File: config.mk
export PLATFORM = sky130hd
export DESIGN_NAME = stuffed_frame_receiver_pearson_unit
export DESIGN_NICKNAME = d
export VERILOG_FILES = /design/src/rtl/core/sfr_pkg.sv /design/src/rtl/core/sfr_front.sv /design/src/rtl/core/sfr_jobq.sv /design/src/rtl/core/sfr_back.sv /design/src/rtl/core/stuffed_frame_receiver_pearson_unit.sv
export SDC_FILE = /design/constraint.sdc
export NUM_CORES = 2
export LEC_CHECK = 0
export BUFFER_PORTS_ARGS = -buffer_cell sky130_fd_sc_hd__buf_2
export CORE_MARGIN = 2
export CORE_UTILIZATION = 50
export CTS_CLUSTER_DIAMETER = 150
export DETAILED_ROUTE_END_ITERATION = 12
export PLACE_DENSITY = 0.65
export SLEW_MARGIN = 40
export SYNTH_ARGS = -nofsm -noshare
export SYNTH_HDL_FRONTEND = slang
export SYNTH_SLANG_ARGS = --single-unit
File: constraint.sdc
create_clock -name clk -period 7.99 [get_ports clk]
set_clock_uncertainty 0.15 [all_clocks]
set_input_delay 1.9975 -clock clk [delete_from_list [all_inputs] [get_ports clk]]
set_output_delay 1.9975 -clock clk [all_outputs]
set_load 0.02 [all_outputs]
File: src/rtl/core/sfr_pkg.sv
// ----------------------------------------------------------------------------
// sfr_pkg
// Shared types, constants and hash table for the stuffed frame receiver.
// ----------------------------------------------------------------------------
`default_nettype none

package sfr_pkg;

  localparam int BYTE_W   = 8;
  localparam int CNT_W    = 6;
  localparam int BCNT_W   = 8;
  localparam int CFG_IDX_W = 2;

  localparam int BUFFER_BYTES_DEF  = 128;
  localparam int PAYLOAD_DEPTH_DEF = 64;
  localparam int JOBQ_DEPTH        = 2;
  localparam int OFIFO_DEPTH       = 2;

  // configuration register indexes
  localparam logic [CFG_IDX_W-1:0] CFG_START_FLAG  = 2'd0;
  localparam logic [CFG_IDX_W-1:0] CFG_END_FLAG    = 2'd1;
  localparam logic [CFG_IDX_W-1:0] CFG_ESCAPE_CODE = 2'd2;
  localparam logic [CFG_IDX_W-1:0] CFG_MAX_PAYLOAD = 2'd3;

  localparam logic [BYTE_W-1:0] RST_START_FLAG  = 8'hFF;
  localparam logic [BYTE_W-1:0] RST_END_FLAG    = 8'hFE;
  localparam logic [BYTE_W-1:0] RST_ESCAPE_CODE = 8'hFD;
  localparam logic [CNT_W-1:0]  RST_MAX_PAYLOAD = 6'd50;
  localparam logic [CNT_W-1:0]  PAYLOAD_CAP     = 6'd50;

  // stored bytes besides the payload: start, command, length, hash
  localparam logic [BCNT_W-1:0] FRAME_OVERHEAD = 8'd4;
  localparam logic [BCNT_W-1:0] HDR_BYTES      = 8'd3;
  localparam logic [BYTE_W-1:0] ESC_OFFSET     = 8'd2;

  typedef struct packed {
    logic [BYTE_W-1:0] start_flag;
    logic [BYTE_W-1:0] end_flag;
    logic [BYTE_W-1:0] escape_code;
    logic [CNT_W-1:0]  max_payload;
  } cfg_t;

  typedef struct packed {
    logic              status;
    logic [BYTE_W-1:0] command;
    logic [CNT_W-1:0]  count;
    logic              bank;
    logic              has_data;
  } job_t;

  typedef struct packed {
    logic valid;
    logic bank;
  } rel_t;

  typedef struct packed {
    logic              status;
    logic [BYTE_W-1:0] command;
    logic [CNT_W-1:0]  data_count;
    logic [CNT_W-1:0]  data_index;
    logic [BYTE_W-1:0] data_value;
    logic              last;
  } res_t;

  localparam logic [BYTE_W-1:0] PERM_ROM [256] = '{
    8'h00,8'h77,8'hee,8'h99,8'h07,8'h70,8'he9,8'h9e,8'h0e,8'h79,8'he0,8'h97,
    8'h09,8'h7e,8'he7,8'h90,8'h1d,8'h6a,8'hf3,8'h84,8'h1a,8'h6d,8'hf4,8'h83,
    8'h13,8'h64,8'hfd,8'h8a,8'h14,8'h63,8'hfa,8'h8d,8'h3b,8'h4c,8'hd5,8'ha2,
    8'h3c,8'h4b,8'hd2,8'ha5,8'h35,8'h42,8'hdb,8'hac,8'h32,8'h45,8'hdc,8'hab,
    8'h26,8'h51,8'hc8,8'hbf,8'h21,8'h56,8'hcf,8'hb8,8'h28,8'h5f,8'hc6,8'hb1,
    8'h2f,8'h58,8'hc1,8'hb6,8'h76,8'h01,8'h98,8'hef,8'h71,8'h06,8'h9f,8'he8,
    8'h78,8'h0f,8'h96,8'he1,8'h7f,8'h08,8'h91,8'he6,8'h6b,8'h1c,8'h85,8'hf2,
    8'h6c,8'h1b,8'h82,8'hf5,8'h65,8'h12,8'h8b,8'hfc,8'h62,8'h15,8'h8c,8'hfb,
    8'h4d,8'h3a,8'ha3,8'hd4,8'h4a,8'h3d,8'ha4,8'hd3,8'h43,8'h34,8'had,8'hda,
    8'h44,8'h33,8'haa,8'hdd,8'h50,8'h27,8'hbe,8'hc9,8'h57,8'h20,8'hb9,8'hce,
    8'h5e,8'h29,8'hb0,8'hc7,8'h59,8'h2e,8'hb7,8'hc0,8'hed,8'h9a,8'h03,8'h74,
    8'hea,8'h9d,8'h04,8'h73,8'he3,8'h94,8'h0d,8'h7a,8'he4,8'h93,8'h0a,8'h7d,
    8'hf0,8'h87,8'h1e,8'h69,8'hf7,8'h80,8'h19,8'h6e,8'hfe,8'h89,8'h10,8'h67,
    8'hf9,8'h8e,8'h17,8'h60,8'hd6,8'ha1,8'h38,8'h4f,8'hd1,8'ha6,8'h3f,8'h48,
    8'hd8,8'haf,8'h36,8'h41,8'hdf,8'ha8,8'h31,8'h46,8'hcb,8'hbc,8'h25,8'h52,
    8'hcc,8'hbb,8'h22,8'h55,8'hc5,8'hb2,8'h2b,8'h5c,8'hc2,8'hb5,8'h2c,8'h5b,
    8'h9b,8'hec,8'h75,8'h02,8'h9c,8'heb,8'h72,8'h05,8'h95,8'he2,8'h7b,8'h0c,
    8'h92,8'he5,8'h7c,8'h0b,8'h86,8'hf1,8'h68,8'h1f,8'h81,8'hf6,8'h6f,8'h18,
    8'h88,8'hff,8'h66,8'h11,8'h8f,8'hf8,8'h61,8'h16,8'ha0,8'hd7,8'h4e,8'h39,
    8'ha7,8'hd0,8'h49,8'h3e,8'hae,8'hd9,8'h40,8'h37,8'ha9,8'hde,8'h47,8'h30,
    8'hbd,8'hca,8'h53,8'h24,8'hba,8'hcd,8'h54,8'h23,8'hb3,8'hc4,8'h5d,8'h2a,
    8'hb4,8'hc3,8'h5a,8'h2d
  };

endpackage

`default_nettype wire

File: src/rtl/core/sfr_front.sv
// ----------------------------------------------------------------------------
// sfr_front
// Byte intake: flag and escape decode, running hash, frame check, payload
// writes into the ping-pong store and job issue toward the drain side.
// ----------------------------------------------------------------------------
`default_nettype none

module sfr_front #(
  parameter int BUFFER_BYTES  = sfr_pkg::BUFFER_BYTES_DEF,
  parameter int PAYLOAD_DEPTH = sfr_pkg::PAYLOAD_DEPTH_DEF
) (
  input  logic                               clk,
  input  logic                               rst_n,
  input  sfr_pkg::cfg_t                      cfg,
  input  logic                               in_push,
  input  logic [sfr_pkg::BYTE_W-1:0]         in_rx_byte,
  output logic                               in_full,
  input  logic                               q_full,
  output logic                               q_push,
  output sfr_pkg::job_t                      q_job,
  input  sfr_pkg::rel_t                      rel,
  output logic                               mem_we,
  output logic [$clog2(PAYLOAD_DEPTH):0]     mem_waddr,
  output logic [sfr_pkg::BYTE_W-1:0]         mem_wdata
);
  import sfr_pkg::*;

  localparam int IDX_W = $clog2(PAYLOAD_DEPTH);

  logic [BCNT_W-1:0] byte_count_r, byte_count_nxt;
  logic              esc_r, esc_nxt;
  logic              fis_r, fis_nxt;
  logic [BYTE_W-1:0] hash_r, hash_nxt;
  logic [BYTE_W-1:0] held_r, held_nxt;
  logic              held_valid_r, held_valid_nxt;
  logic [BYTE_W-1:0] cmd_r, cmd_nxt;
  logic [BYTE_W-1:0] dlen_r, dlen_nxt;
  logic              wsel_r, wsel_nxt;
  logic [1:0]        busy_r, busy_nxt;

  logic              accept;
  logic              is_start;
  logic              is_end;
  logic              is_mark;
  logic              is_data;
  logic              room;
  logic              store;
  logic [BYTE_W-1:0] sb;
  logic [BCNT_W-1:0] si;
  logic [BYTE_W-1:0] data_b;
  logic [BCNT_W:0]   pidx;
  logic [CNT_W-1:0]  limit;
  logic              ok;

  assign in_full  = q_full | busy_r[wsel_r];
  assign accept   = in_push & ~in_full;
  assign is_start = (in_rx_byte == cfg.start_flag);
  assign is_end   = ~is_start & (in_rx_byte == cfg.end_flag);
  assign is_mark  = ~is_start & ~is_end & ~esc_r & (in_rx_byte == cfg.escape_code);
  assign is_data  = ~is_start & ~is_end & ~is_mark;
  assign room     = (byte_count_r < BCNT_W'(BUFFER_BYTES));
  assign data_b   = esc_r ? in_rx_byte + ESC_OFFSET : in_rx_byte;
  assign store    = accept & (is_start | (is_data & room));
  assign sb       = is_start ? in_rx_byte : data_b;
  assign si       = is_start ? '0 : byte_count_r;
  assign pidx     = {1'b0, si} - {1'b0, HDR_BYTES};

  assign limit = (cfg.max_payload > PAYLOAD_CAP) ? PAYLOAD_CAP : cfg.max_payload;
  assign ok    = (byte_count_r >= FRAME_OVERHEAD) & fis_r & held_valid_r &
                 (hash_r == held_r) & (dlen_r == byte_count_r - FRAME_OVERHEAD) &
                 (dlen_r <= {2'b00, limit});

  assign q_push          = accept & is_end;
  assign q_job.status    = ~ok;
  assign q_job.command   = ok ? cmd_r : '0;
  assign q_job.count     = ok ? dlen_r[CNT_W-1:0] : '0;
  assign q_job.bank      = wsel_r;
  assign q_job.has_data  = ok & (dlen_r != '0);

  assign mem_we    = store & (si >= HDR_BYTES) & (pidx < (BCNT_W+1)'(PAYLOAD_DEPTH));
  assign mem_waddr = {wsel_r, pidx[IDX_W-1:0]};
  assign mem_wdata = sb;

  always_comb begin
    byte_count_nxt = byte_count_r;
    esc_nxt        = esc_r;
    fis_nxt        = fis_r;
    hash_nxt       = hash_r;
    held_nxt       = held_r;
    held_valid_nxt = held_valid_r;
    cmd_nxt        = cmd_r;
    dlen_nxt       = dlen_r;
    wsel_nxt       = wsel_r;
    busy_nxt       = busy_r;

    if (accept & ~is_start & ~is_end) begin
      if (esc_r) begin
        esc_nxt = 1'b0;
      end else if (is_mark) begin
        esc_nxt = 1'b1;
      end
    end

    if (store) begin
      if (si == '0) begin
        fis_nxt        = (sb == cfg.start_flag);
        hash_nxt       = '0;
        held_valid_nxt = 1'b0;
      end else begin
        if (held_valid_r) begin
          hash_nxt = PERM_ROM[hash_r ^ held_r];
        end
        held_nxt       = sb;
        held_valid_nxt = 1'b1;
      end
      if (si == BCNT_W'(1)) begin
        cmd_nxt = sb;
      end
      if (si == BCNT_W'(2)) begin
        dlen_nxt = sb;
      end
      byte_count_nxt = si + BCNT_W'(1);
    end else if (accept & is_data) begin
      // buffer full, frame restarts empty
      byte_count_nxt = '0;
    end

    if (rel.valid) begin
      busy_nxt[rel.bank] = 1'b0;
    end
    if (q_push) begin
      byte_count_nxt = '0;
      if (q_job.has_data) begin
        busy_nxt[wsel_r] = 1'b1;
        wsel_nxt         = ~wsel_r;
      end
    end
  end

  always_ff @(posedge clk) begin
    if (!rst_n) begin
      byte_count_r <= '0;
      esc_r        <= 1'b0;
      fis_r        <= 1'b0;
      hash_r       <= '0;
      held_r       <= '0;
      held_valid_r <= 1'b0;
      cmd_r        <= '0;
      dlen_r       <= '0;
      wsel_r       <= 1'b0;
      busy_r       <= '0;
    end else begin
      byte_count_r <= byte_count_nxt;
      esc_r        <= esc_nxt;
      fis_r        <= fis_nxt;
      hash_r       <= hash_nxt;
      held_r       <= held_nxt;
      held_valid_r <= held_valid_nxt;
      cmd_r        <= cmd_nxt;
      dlen_r       <= dlen_nxt;
      wsel_r       <= wsel_nxt;
      busy_r       <= busy_nxt;
    end
  end

endmodule

`default_nettype wire

File: src/rtl/core/sfr_jobq.sv
// ----------------------------------------------------------------------------
// sfr_jobq
// Short job queue between the byte intake and the payload drain.
// ----------------------------------------------------------------------------
`default_nettype none

module sfr_jobq (
  input  logic          clk,
  input  logic          rst_n,
  input  logic          q_push,
  input  sfr_pkg::job_t q_job_in,
  output logic          q_full,
  input  logic          q_pop,
  output sfr_pkg::job_t q_job_out,
  output logic          q_empty
);
  import sfr_pkg::*;

  localparam int PTR_W = $clog2(JOBQ_DEPTH);

  job_t             ent_r [JOBQ_DEPTH];
  logic [PTR_W-1:0] wp_r, wp_nxt;
  logic [PTR_W-1:0] rp_r, rp_nxt;
  logic [PTR_W:0]   cnt_r, cnt_nxt;
  logic             do_push;
  logic             do_pop;

  assign q_full    = (cnt_r == (PTR_W+1)'(JOBQ_DEPTH));
  assign q_empty   = (cnt_r == '0);
  assign q_job_out = ent_r[rp_r];
  assign do_push   = q_push & ~q_full;
  assign do_pop    = q_pop & ~q_empty;

  always_comb begin
    wp_nxt  = do_push ? ((wp_r == PTR_W'(JOBQ_DEPTH-1)) ? '0 : wp_r + PTR_W'(1)) : wp_r;
    rp_nxt  = do_pop ? ((rp_r == PTR_W'(JOBQ_DEPTH-1)) ? '0 : rp_r + PTR_W'(1)) : rp_r;
    cnt_nxt = cnt_r + (PTR_W+1)'(do_push) - (PTR_W+1)'(do_pop);
  end

  always_ff @(posedge clk) begin
    if (do_push) begin
      ent_r[wp_r] <= q_job_in;
    end
  end

  always_ff @(posedge clk) begin
    if (!rst_n) begin
      wp_r  <= '0;
      rp_r  <= '0;
      cnt_r <= '0;
    end else begin
      wp_r  <= wp_nxt;
      rp_r  <= rp_nxt;
      cnt_r <= cnt_nxt;
    end
  end

endmodule

`default_nettype wire

File: src/rtl/core/sfr_back.sv
// ----------------------------------------------------------------------------
// sfr_back
// Payload drain: ping-pong payload store, read sequencer and result queue.
// ----------------------------------------------------------------------------
`default_nettype none

module sfr_back #(
  parameter int PAYLOAD_DEPTH = sfr_pkg::PAYLOAD_DEPTH_DEF
) (
  input  logic                           clk,
  input  logic                           rst_n,
  input  logic                           q_empty,
  input  sfr_pkg::job_t                  q_job,
  output logic                           q_pop,
  input  logic                           mem_we,
  input  logic [$clog2(PAYLOAD_DEPTH):0] mem_waddr,
  input  logic [sfr_pkg::BYTE_W-1:0]     mem_wdata,
  output sfr_pkg::rel_t                  rel,
  output sfr_pkg::res_t                  head,
  output logic                           out_empty,
  input  logic                           out_pop
);
  import sfr_pkg::*;

  localparam int IDX_W  = $clog2(PAYLOAD_DEPTH);
  localparam int OPTR_W = $clog2(OFIFO_DEPTH);

  logic [BYTE_W-1:0] mem_r [2**(IDX_W+1)];
  logic [BYTE_W-1:0] rdata_r;

  logic              act_r, act_nxt;
  job_t              job_r, job_nxt;
  logic [CNT_W-1:0]  idx_r, idx_nxt;
  logic              s1_valid_r, s1_valid_nxt;
  res_t              s1_res_r, s1_res_nxt;
  logic              s1_mem_r, s1_mem_nxt;

  res_t              of_r [OFIFO_DEPTH];
  logic [OPTR_W-1:0] of_wp_r, of_wp_nxt;
  logic [OPTR_W-1:0] of_rp_r, of_rp_nxt;
  logic [OPTR_W:0]   of_cnt_r, of_cnt_nxt;

  logic              credit;
  logic              issue;
  logic              last_item;
  logic              rd_en;
  logic [IDX_W:0]    raddr;
  res_t              meta;
  res_t              push_res;
  logic              of_pop;

  assign q_pop     = ~act_r & ~q_empty;
  assign credit    = ({1'b0, of_cnt_r} + (OPTR_W+2)'(s1_valid_r)) < (OPTR_W+2)'(OFIFO_DEPTH);
  assign issue     = act_r & credit;
  assign last_item = ~job_r.has_data | (idx_r == job_r.count - CNT_W'(1));
  assign rd_en     = issue & job_r.has_data;
  assign raddr     = {job_r.bank, IDX_W'(idx_r)};

  assign rel.valid = rd_en & last_item;
  assign rel.bank  = job_r.bank;

  always_comb begin
    meta.status     = job_r.status;
    meta.command    = job_r.command;
    meta.data_count = job_r.count;
    meta.data_index = job_r.has_data ? idx_r : '0;
    meta.data_value = '0;
    meta.last       = last_item;
  end

  always_comb begin
    push_res            = s1_res_r;
    push_res.data_value = s1_mem_r ? rdata_r : '0;
  end

  always_comb begin
    act_nxt      = act_r;
    job_nxt      = job_r;
    idx_nxt      = idx_r;
    s1_valid_nxt = 1'b0;
    s1_res_nxt   = s1_res_r;
    s1_mem_nxt   = s1_mem_r;
    if (q_pop) begin
      act_nxt = 1'b1;
      job_nxt = q_job;
      idx_nxt = '0;
    end
    if (issue) begin
      s1_valid_nxt = 1'b1;
      s1_res_nxt   = meta;
      s1_mem_nxt   = job_r.has_data;
      if (last_item) begin
        act_nxt = 1'b0;
      end else begin
        idx_nxt = idx_r + CNT_W'(1);
      end
    end
  end

  // payload store, one write port and one registered read port
  always_ff @(posedge clk) begin
    if (mem_we) begin
      mem_r[mem_waddr] <= mem_wdata;
    end
  end

  always_ff @(posedge clk) begin
    if (rd_en) begin
      rdata_r <= mem_r[raddr];
    end
  end

  // result queue
  assign out_empty = (of_cnt_r == '0);
  assign head      = of_r[of_rp_r];
  assign of_pop    = out_pop & ~out_empty;

  always_comb begin
    of_wp_nxt  = s1_valid_r ?
                 ((of_wp_r == OPTR_W'(OFIFO_DEPTH-1)) ? '0 : of_wp_r + OPTR_W'(1)) : of_wp_r;
    of_rp_nxt  = of_pop ?
                 ((of_rp_r == OPTR_W'(OFIFO_DEPTH-1)) ? '0 : of_rp_r + OPTR_W'(1)) : of_rp_r;
    of_cnt_nxt = of_cnt_r + (OPTR_W+1)'(s1_valid_r) - (OPTR_W+1)'(of_pop);
  end

  always_ff @(posedge clk) begin
    if (s1_valid_r) begin
      of_r[of_wp_r] <= push_res;
    end
  end

  always_ff @(posedge clk) begin
    if (!rst_n) begin
      act_r      <= 1'b0;
      job_r      <= '0;
      idx_r      <= '0;
      s1_valid_r <= 1'b0;
      s1_res_r   <= '0;
      s1_mem_r   <= 1'b0;
      of_wp_r    <= '0;
      of_rp_r    <= '0;
      of_cnt_r   <= '0;
    end else begin
      act_r      <= act_nxt;
      job_r      <= job_nxt;
      idx_r      <= idx_nxt;
      s1_valid_r <= s1_valid_nxt;
      s1_res_r   <= s1_res_nxt;
      s1_mem_r   <= s1_mem_nxt;
      of_wp_r    <= of_wp_nxt;
      of_rp_r    <= of_rp_nxt;
      of_cnt_r   <= of_cnt_nxt;
    end
  end

endmodule

`default_nettype wire

File: src/rtl/core/stuffed_frame_receiver_pearson_unit.sv
// ----------------------------------------------------------------------------
// stuffed_frame_receiver_pearson_unit
// Byte-stuffed frame receiver with Pearson hash check and payload drain.
//
//   channel | direction | handshake                    | payload
//   --------+-----------+------------------------------+--------------------------
//   in_     | in        | push / full                  | rx_byte
//   out_    | out       | pop / empty                  | status command data_count
//           |           |                              | data_index data_value last
//   cfg_    | in        | valid / ready (always ready) | index wdata
//
// One byte per cycle at intake while full is low; the hash step is one table
// lookup. A frame's results drain through the registered read stage into the
// result queue, and a new read issues while earlier results are still in
// flight (result queue credit counts the read stage). Intake stalls (full
// high) while both store banks hold undrained frames or the job queue is
// full. Reset clears control state; the store needs no clearing pass.
// ----------------------------------------------------------------------------
`default_nettype none

module stuffed_frame_receiver_pearson_unit #(
  parameter int BUFFER_BYTES  = sfr_pkg::BUFFER_BYTES_DEF,
  parameter int PAYLOAD_DEPTH = sfr_pkg::PAYLOAD_DEPTH_DEF
) (
  input  logic                          clk,
  input  logic                          rst_n,
  input  logic                          in_push,
  output logic                          in_full,
  input  logic [sfr_pkg::BYTE_W-1:0]    in_rx_byte,
  output logic                          out_empty,
  input  logic                          out_pop,
  output logic                          out_status,
  output logic [sfr_pkg::BYTE_W-1:0]    out_command,
  output logic [sfr_pkg::CNT_W-1:0]     out_data_count,
  output logic [sfr_pkg::CNT_W-1:0]     out_data_index,
  output logic [sfr_pkg::BYTE_W-1:0]    out_data_value,
  output logic                          out_last,
  input  logic                          cfg_valid,
  output logic                          cfg_ready,
  input  logic [sfr_pkg::CFG_IDX_W-1:0] cfg_index,
  input  logic [sfr_pkg::BYTE_W-1:0]    cfg_wdata
);
  import sfr_pkg::*;

  localparam int IDX_W = $clog2(PAYLOAD_DEPTH);

  cfg_t              cfg_r, cfg_nxt;
  logic              q_push;
  logic              q_full;
  logic              q_pop;
  logic              q_empty;
  job_t              q_job_in;
  job_t              q_job_out;
  rel_t              rel;
  res_t              head;
  logic              mem_we;
  logic [IDX_W:0]    mem_waddr;
  logic [BYTE_W-1:0] mem_wdata;

  assign cfg_ready = 1'b1;

  always_comb begin
    cfg_nxt = cfg_r;
    if (cfg_valid & cfg_ready) begin
      case (cfg_index)
        CFG_START_FLAG:  cfg_nxt.start_flag  = cfg_wdata;
        CFG_END_FLAG:    cfg_nxt.end_flag    = cfg_wdata;
        CFG_ESCAPE_CODE: cfg_nxt.escape_code = cfg_wdata;
        CFG_MAX_PAYLOAD: cfg_nxt.max_payload = cfg_wdata[CNT_W-1:0];
        default:         cfg_nxt = cfg_r;
      endcase
    end
  end

  always_ff @(posedge clk) begin
    if (!rst_n) begin
      cfg_r.start_flag  <= RST_START_FLAG;
      cfg_r.end_flag    <= RST_END_FLAG;
      cfg_r.escape_code <= RST_ESCAPE_CODE;
      cfg_r.max_payload <= RST_MAX_PAYLOAD;
    end else begin
      cfg_r <= cfg_nxt;
    end
  end

  sfr_front #(
    .BUFFER_BYTES  (BUFFER_BYTES),
    .PAYLOAD_DEPTH (PAYLOAD_DEPTH)
  ) u_front (
    .clk        (clk),
    .rst_n      (rst_n),
    .cfg        (cfg_r),
    .in_push    (in_push),
    .in_rx_byte (in_rx_byte),
    .in_full    (in_full),
    .q_full     (q_full),
    .q_push     (q_push),
    .q_job      (q_job_in),
    .rel        (rel),
    .mem_we     (mem_we),
    .mem_waddr  (mem_waddr),
    .mem_wdata  (mem_wdata)
  );

  sfr_jobq u_jobq (
    .clk       (clk),
    .rst_n     (rst_n),
    .q_push    (q_push),
    .q_job_in  (q_job_in),
    .q_full    (q_full),
    .q_pop     (q_pop),
    .q_job_out (q_job_out),
    .q_empty   (q_empty)
  );

  sfr_back #(
    .PAYLOAD_DEPTH (PAYLOAD_DEPTH)
  ) u_back (
    .clk       (clk),
    .rst_n     (rst_n),
    .q_empty   (q_empty),
    .q_job     (q_job_out),
    .q_pop     (q_pop),
    .mem_we    (mem_we),
    .mem_waddr (mem_waddr),
    .mem_wdata (mem_wdata),
    .rel       (rel),
    .head      (head),
    .out_empty (out_empty),
    .out_pop   (out_pop)
  );

  assign out_status     = head.status;
  assign out_command    = head.command;
  assign out_data_count = head.data_count;
  assign out_data_index = head.data_index;
  assign out_data_value = head.data_value;
  assign out_last       = head.last;

  a_jobq_no_overflow: assert property (@(posedge clk) disable iff (!rst_n)
    q_push |-> !q_full)
    else $error("job pushed into full queue");

  a_reject_shape: assert property (@(posedge clk) disable iff (!rst_n)
    (!out_empty && out_status) |->
      (out_last && out_command == '0 && out_data_count == '0 && out_data_value == '0))
    else $error("reject result carries data");

  a_index_order: assert property (@(posedge clk) disable iff (!rst_n)
    (!out_empty && !out_status && out_data_count != '0) |->
      (out_data_index < out_data_count &&
       out_last == (out_data_index == out_data_count - CNT_W'(1))))
    else $error("payload index or last flag out of order");

  a_ready_after_reset: assert property (@(posedge clk)
    !rst_n |=> !in_full)
    else $error("intake stalled after reset");

endmodule

`default_nettype wire

==> flow_summary.toml <==
[yosys]
synth_seq_cells = 1259
synth_cell_types = 75
synth_area_um2 = 50040
yosysWarningCount = 0
ys_seq_area_frac = 0.7290
netlist_instances = 2843
synth_edf_count = 1126
synth_nets = 2886
async_flop_share = 0
syn_area_per_cell_um2 = 17.60
ys.flop_type = "edfxtp_1"

[worst_setup_path]
r2r_slack_ps = 2830
cp-end-kind = "flop"
rr_endpoint = "u_back.mem_r[65][4]$_DFFE_PP_"
crit_start = "in_rx_byte[5]"
cp_max_fo = 15
r2r_cells = 12
start_kind = "primary input"
path_class = "in -> reg"
arrival_ps = 6460
required_ps = 8200
endpoint = "u_back.mem_r[65][4]$_DFFE_PP_"
r2r_start = "cfg_r[24]$_SDFFE_PN1P_"

[cts]
cts_tree = "done"
post-cts-setup-buffers = 0
root_buffer = "clkbuf_16"
numCtsBuffers = 130
cts.sinks = 1259
insertion_delay_ps = 730
ctsHoldBuffers = 0
clk_path_buf_depth = 3
path_clk_slew_ps = 60
post_cts_resized = 0
htreeDepth = 4

[pwr]
ir_drop_uv = 153.9
power.total_mw = 14.75
p_leak_nw = 17.40
power.density_nw_per_um2 = 263.1

[cells_and_area]
fin_nets = 2959
postLayoutCoreUtil = 0.5624
multi_input_area_um2 = 12880
drive_gt1_frac = 0.1989
regArea_um2 = 36490
final.fill_count = 7314
area_growth_syn_to_layout_pct = 12.08
fin_cells = 4320

[die]
design.die.area_um2 = 102600
row_count = 116
coreArea_um2 = 99710
start_util = 0.5018
ios = 56
fp.dieH_um = 320.3
die_width_um = 320.3

[detailed_routing]
vias = 27230
drtAntennaViolNets = 0
viasPerCell = 6.304
drc = 0
dr.pass1.iters = 7
wl_mm = 121.7
wl_per_cell_um = 28.18
drt_iter0_markers = 3037

[timing]
slew_headroom = 0.3698
finalSetupViolCount = 0
worst_pin_slew_ps = 935.3
finalSetupTns_ps = 0
hold_violations = 0
whs_ps = 305.8
max_freq_ghz = 0.1598
fin_crit_ps = 6258
rsz0062_at_grt = "no"
drv_slew = 0
min_period_over_period = 0.7832

[place]
port_buffers = 54
dp.cells = 4079
dpl.hpwl_mm = 73.24
globalplace.congestion = 0.9114

[flow_run]
drv_cap = 0

[global_route]
grt_use_total = 0.2407
grt_pass1_vias = 27010
antenna_found_initial = 4
grt_pass1_wl_mm = 181.6
grt_overflow = 0
grt_max_degree = 133

[run_status]
status = "completed"

[hold_path]
min_path_type = "reg -> reg"
## cell usage after synthesis (all sizes together) (7+ instances only)
cell,count,area (µm²)
a211oi,27,202.7
a21boi,8,71.32
a21o,12,90.09
a21oi,68,344.1
a221oi,78,683.2
a222oi,8,80.08
a22o,24,210.2
a22oi,32,240.2
a31oi,14,87.58
and2,37,232.7
buf,80,409.1
clkbuf,90,337.8
dfxtp,133,2663
edfxtp,1126,33810
ha,20,250.2
inv,23,86.33
mux2,31,349.1
mux2i,108,1081
mux4,226,5090
nand2,165,621.9
nand3,64,330.3
nand4,14,87.58
nor2,225,844.6
nor2b,10,62.56
nor3,14,86.34
nor4,15,136.4
o21ai,32,160.1
or3,7,53.80
xnor2,47,411.6
xor2,39,341.6
## cell type report
class	instances	share of cell area
Inverter	23	0.001629
Antenna cell	1	0.00004462
Tap cell	1298	0.02896
Multi-Input combinational cell	1391	0.2297
Clock inverter	73	0.01243
Sequential cell	1259	0.6506
Clock buffer	164	0.06176
Timing Repair Buffer	111	0.01479
## cells by family after synthesis
family | after synthesis | share of synthesized area
xor+xnor | 88 | 0.01598
mux | 365 | 0.1303
other cells | 1 | 0.00007495
flops | 1259 | 0.7290
fa+ha+maj | 20 | 0.005001
compound gates | 337 | 0.04906
buf+inv | 193 | 0.01665
simple gates | 580 | 0.05394
## critical path, cell delays in order
cell     delay (ps)
buf_2           180
xor2_1          190
nor4_2          500
nand2_1         220
nand2_1         300
inv_1           210
ha_1            400
nor4_1          280
a31oi_1          80
o32a_1          200
nor2_1          630
nand3_1         500
nor2_1          760
## cell usage in the layout, fill, tap and decap left out, drive strengths merged, types with 47 or more instances in the layout
| cell | instances |
|---|---|
| nand3 | 64 |
| a21oi | 68 |
| nor2 | 225 |
| edfxtp | 1126 |
| a221oi | 78 |
| clkbuf | 166 |
| buf | 109 |
| nand2 | 165 |
| xnor2 | 47 |
| mux4 | 226 |
| mux2i | 108 |
| dfxtp | 133 |
| clkinv | 51 |
## where the power goes
part / internal (mW) / switching, mW
clock network: 3.41 / 2.49
registers: 7.32 / 0.143
logic: 0.557 / 0.835
total: 11.3 / 3.46
## layer usage
layer / vias up / part of all wire / GRT usage
met2: 1464 / 0.46 / 0.3698
li1: 11490 / - / -
met4: 4 / 0.036 / 0.09087
met3: 253 / 0.090 / 0.05475
met1: 14030 / 0.41 / 0.3387
met5: - / 0.00024 / 0
## how the worst min path moves through the flow
stage,slack [ps],depth (start not counted),from,to
2_1_floorplan,270,0,u_back.push_res[0]$_SDFFE_PN0P_,u_back.of_r[0][0]$_DFFE_PP_
6_report,310,0,u_back.push_res[26]$_SDFFE_PN0P_,u_back.of_r[1][26]$_DFFE_PP_
5_1_grt,320,0,u_back.push_res[10]$_SDFFE_PN0P_,u_back.of_r[0][10]$_DFFE_PP_
4_1_cts,300,0,u_back.push_res[26]$_SDFFE_PN0P_,u_back.of_r[0][26]$_DFFE_PP_
3_5_place_dp,290,0,u_back.push_res[26]$_SDFFE_PN0P_,u_back.of_r[0][26]$_DFFE_PP_
3_3_place_gp,280,0,u_back.push_res[26]$_SDFFE_PN0P_,u_back.of_r[1][26]$_DFFE_PP_
## registers in the layout (all words and copies together), names as in the netlist, 2 cells and up, named ones only
register / count
u_back.idx_r: 6
cfg_r: 30
u_back.rdata_r: 8
u_front.cmd_r: 8
u_front.busy_r: 2
u_jobq.ent_r: 34
u_front.hash_r: 8
u_back.job_r: 16
u_front.dlen_r: 8
u_back.of_cnt_r: 2
u_back.of_r: 60
u_jobq.cnt_r: 2
u_front.byte_count_r: 8
u_front.held_r: 8
u_back.push_res: 22
u_back.mem_r: 1024
## per-stage QoR
step	worst slack (ps)	area, µm²
floorplan	88.46	50040
global placement	1076	51750
detailed placement	1005	51840
CTS	1804	56010
global route	1386	56080
finish	1732	56080
No activity file was read; power rests on OpenSTA's default activity.
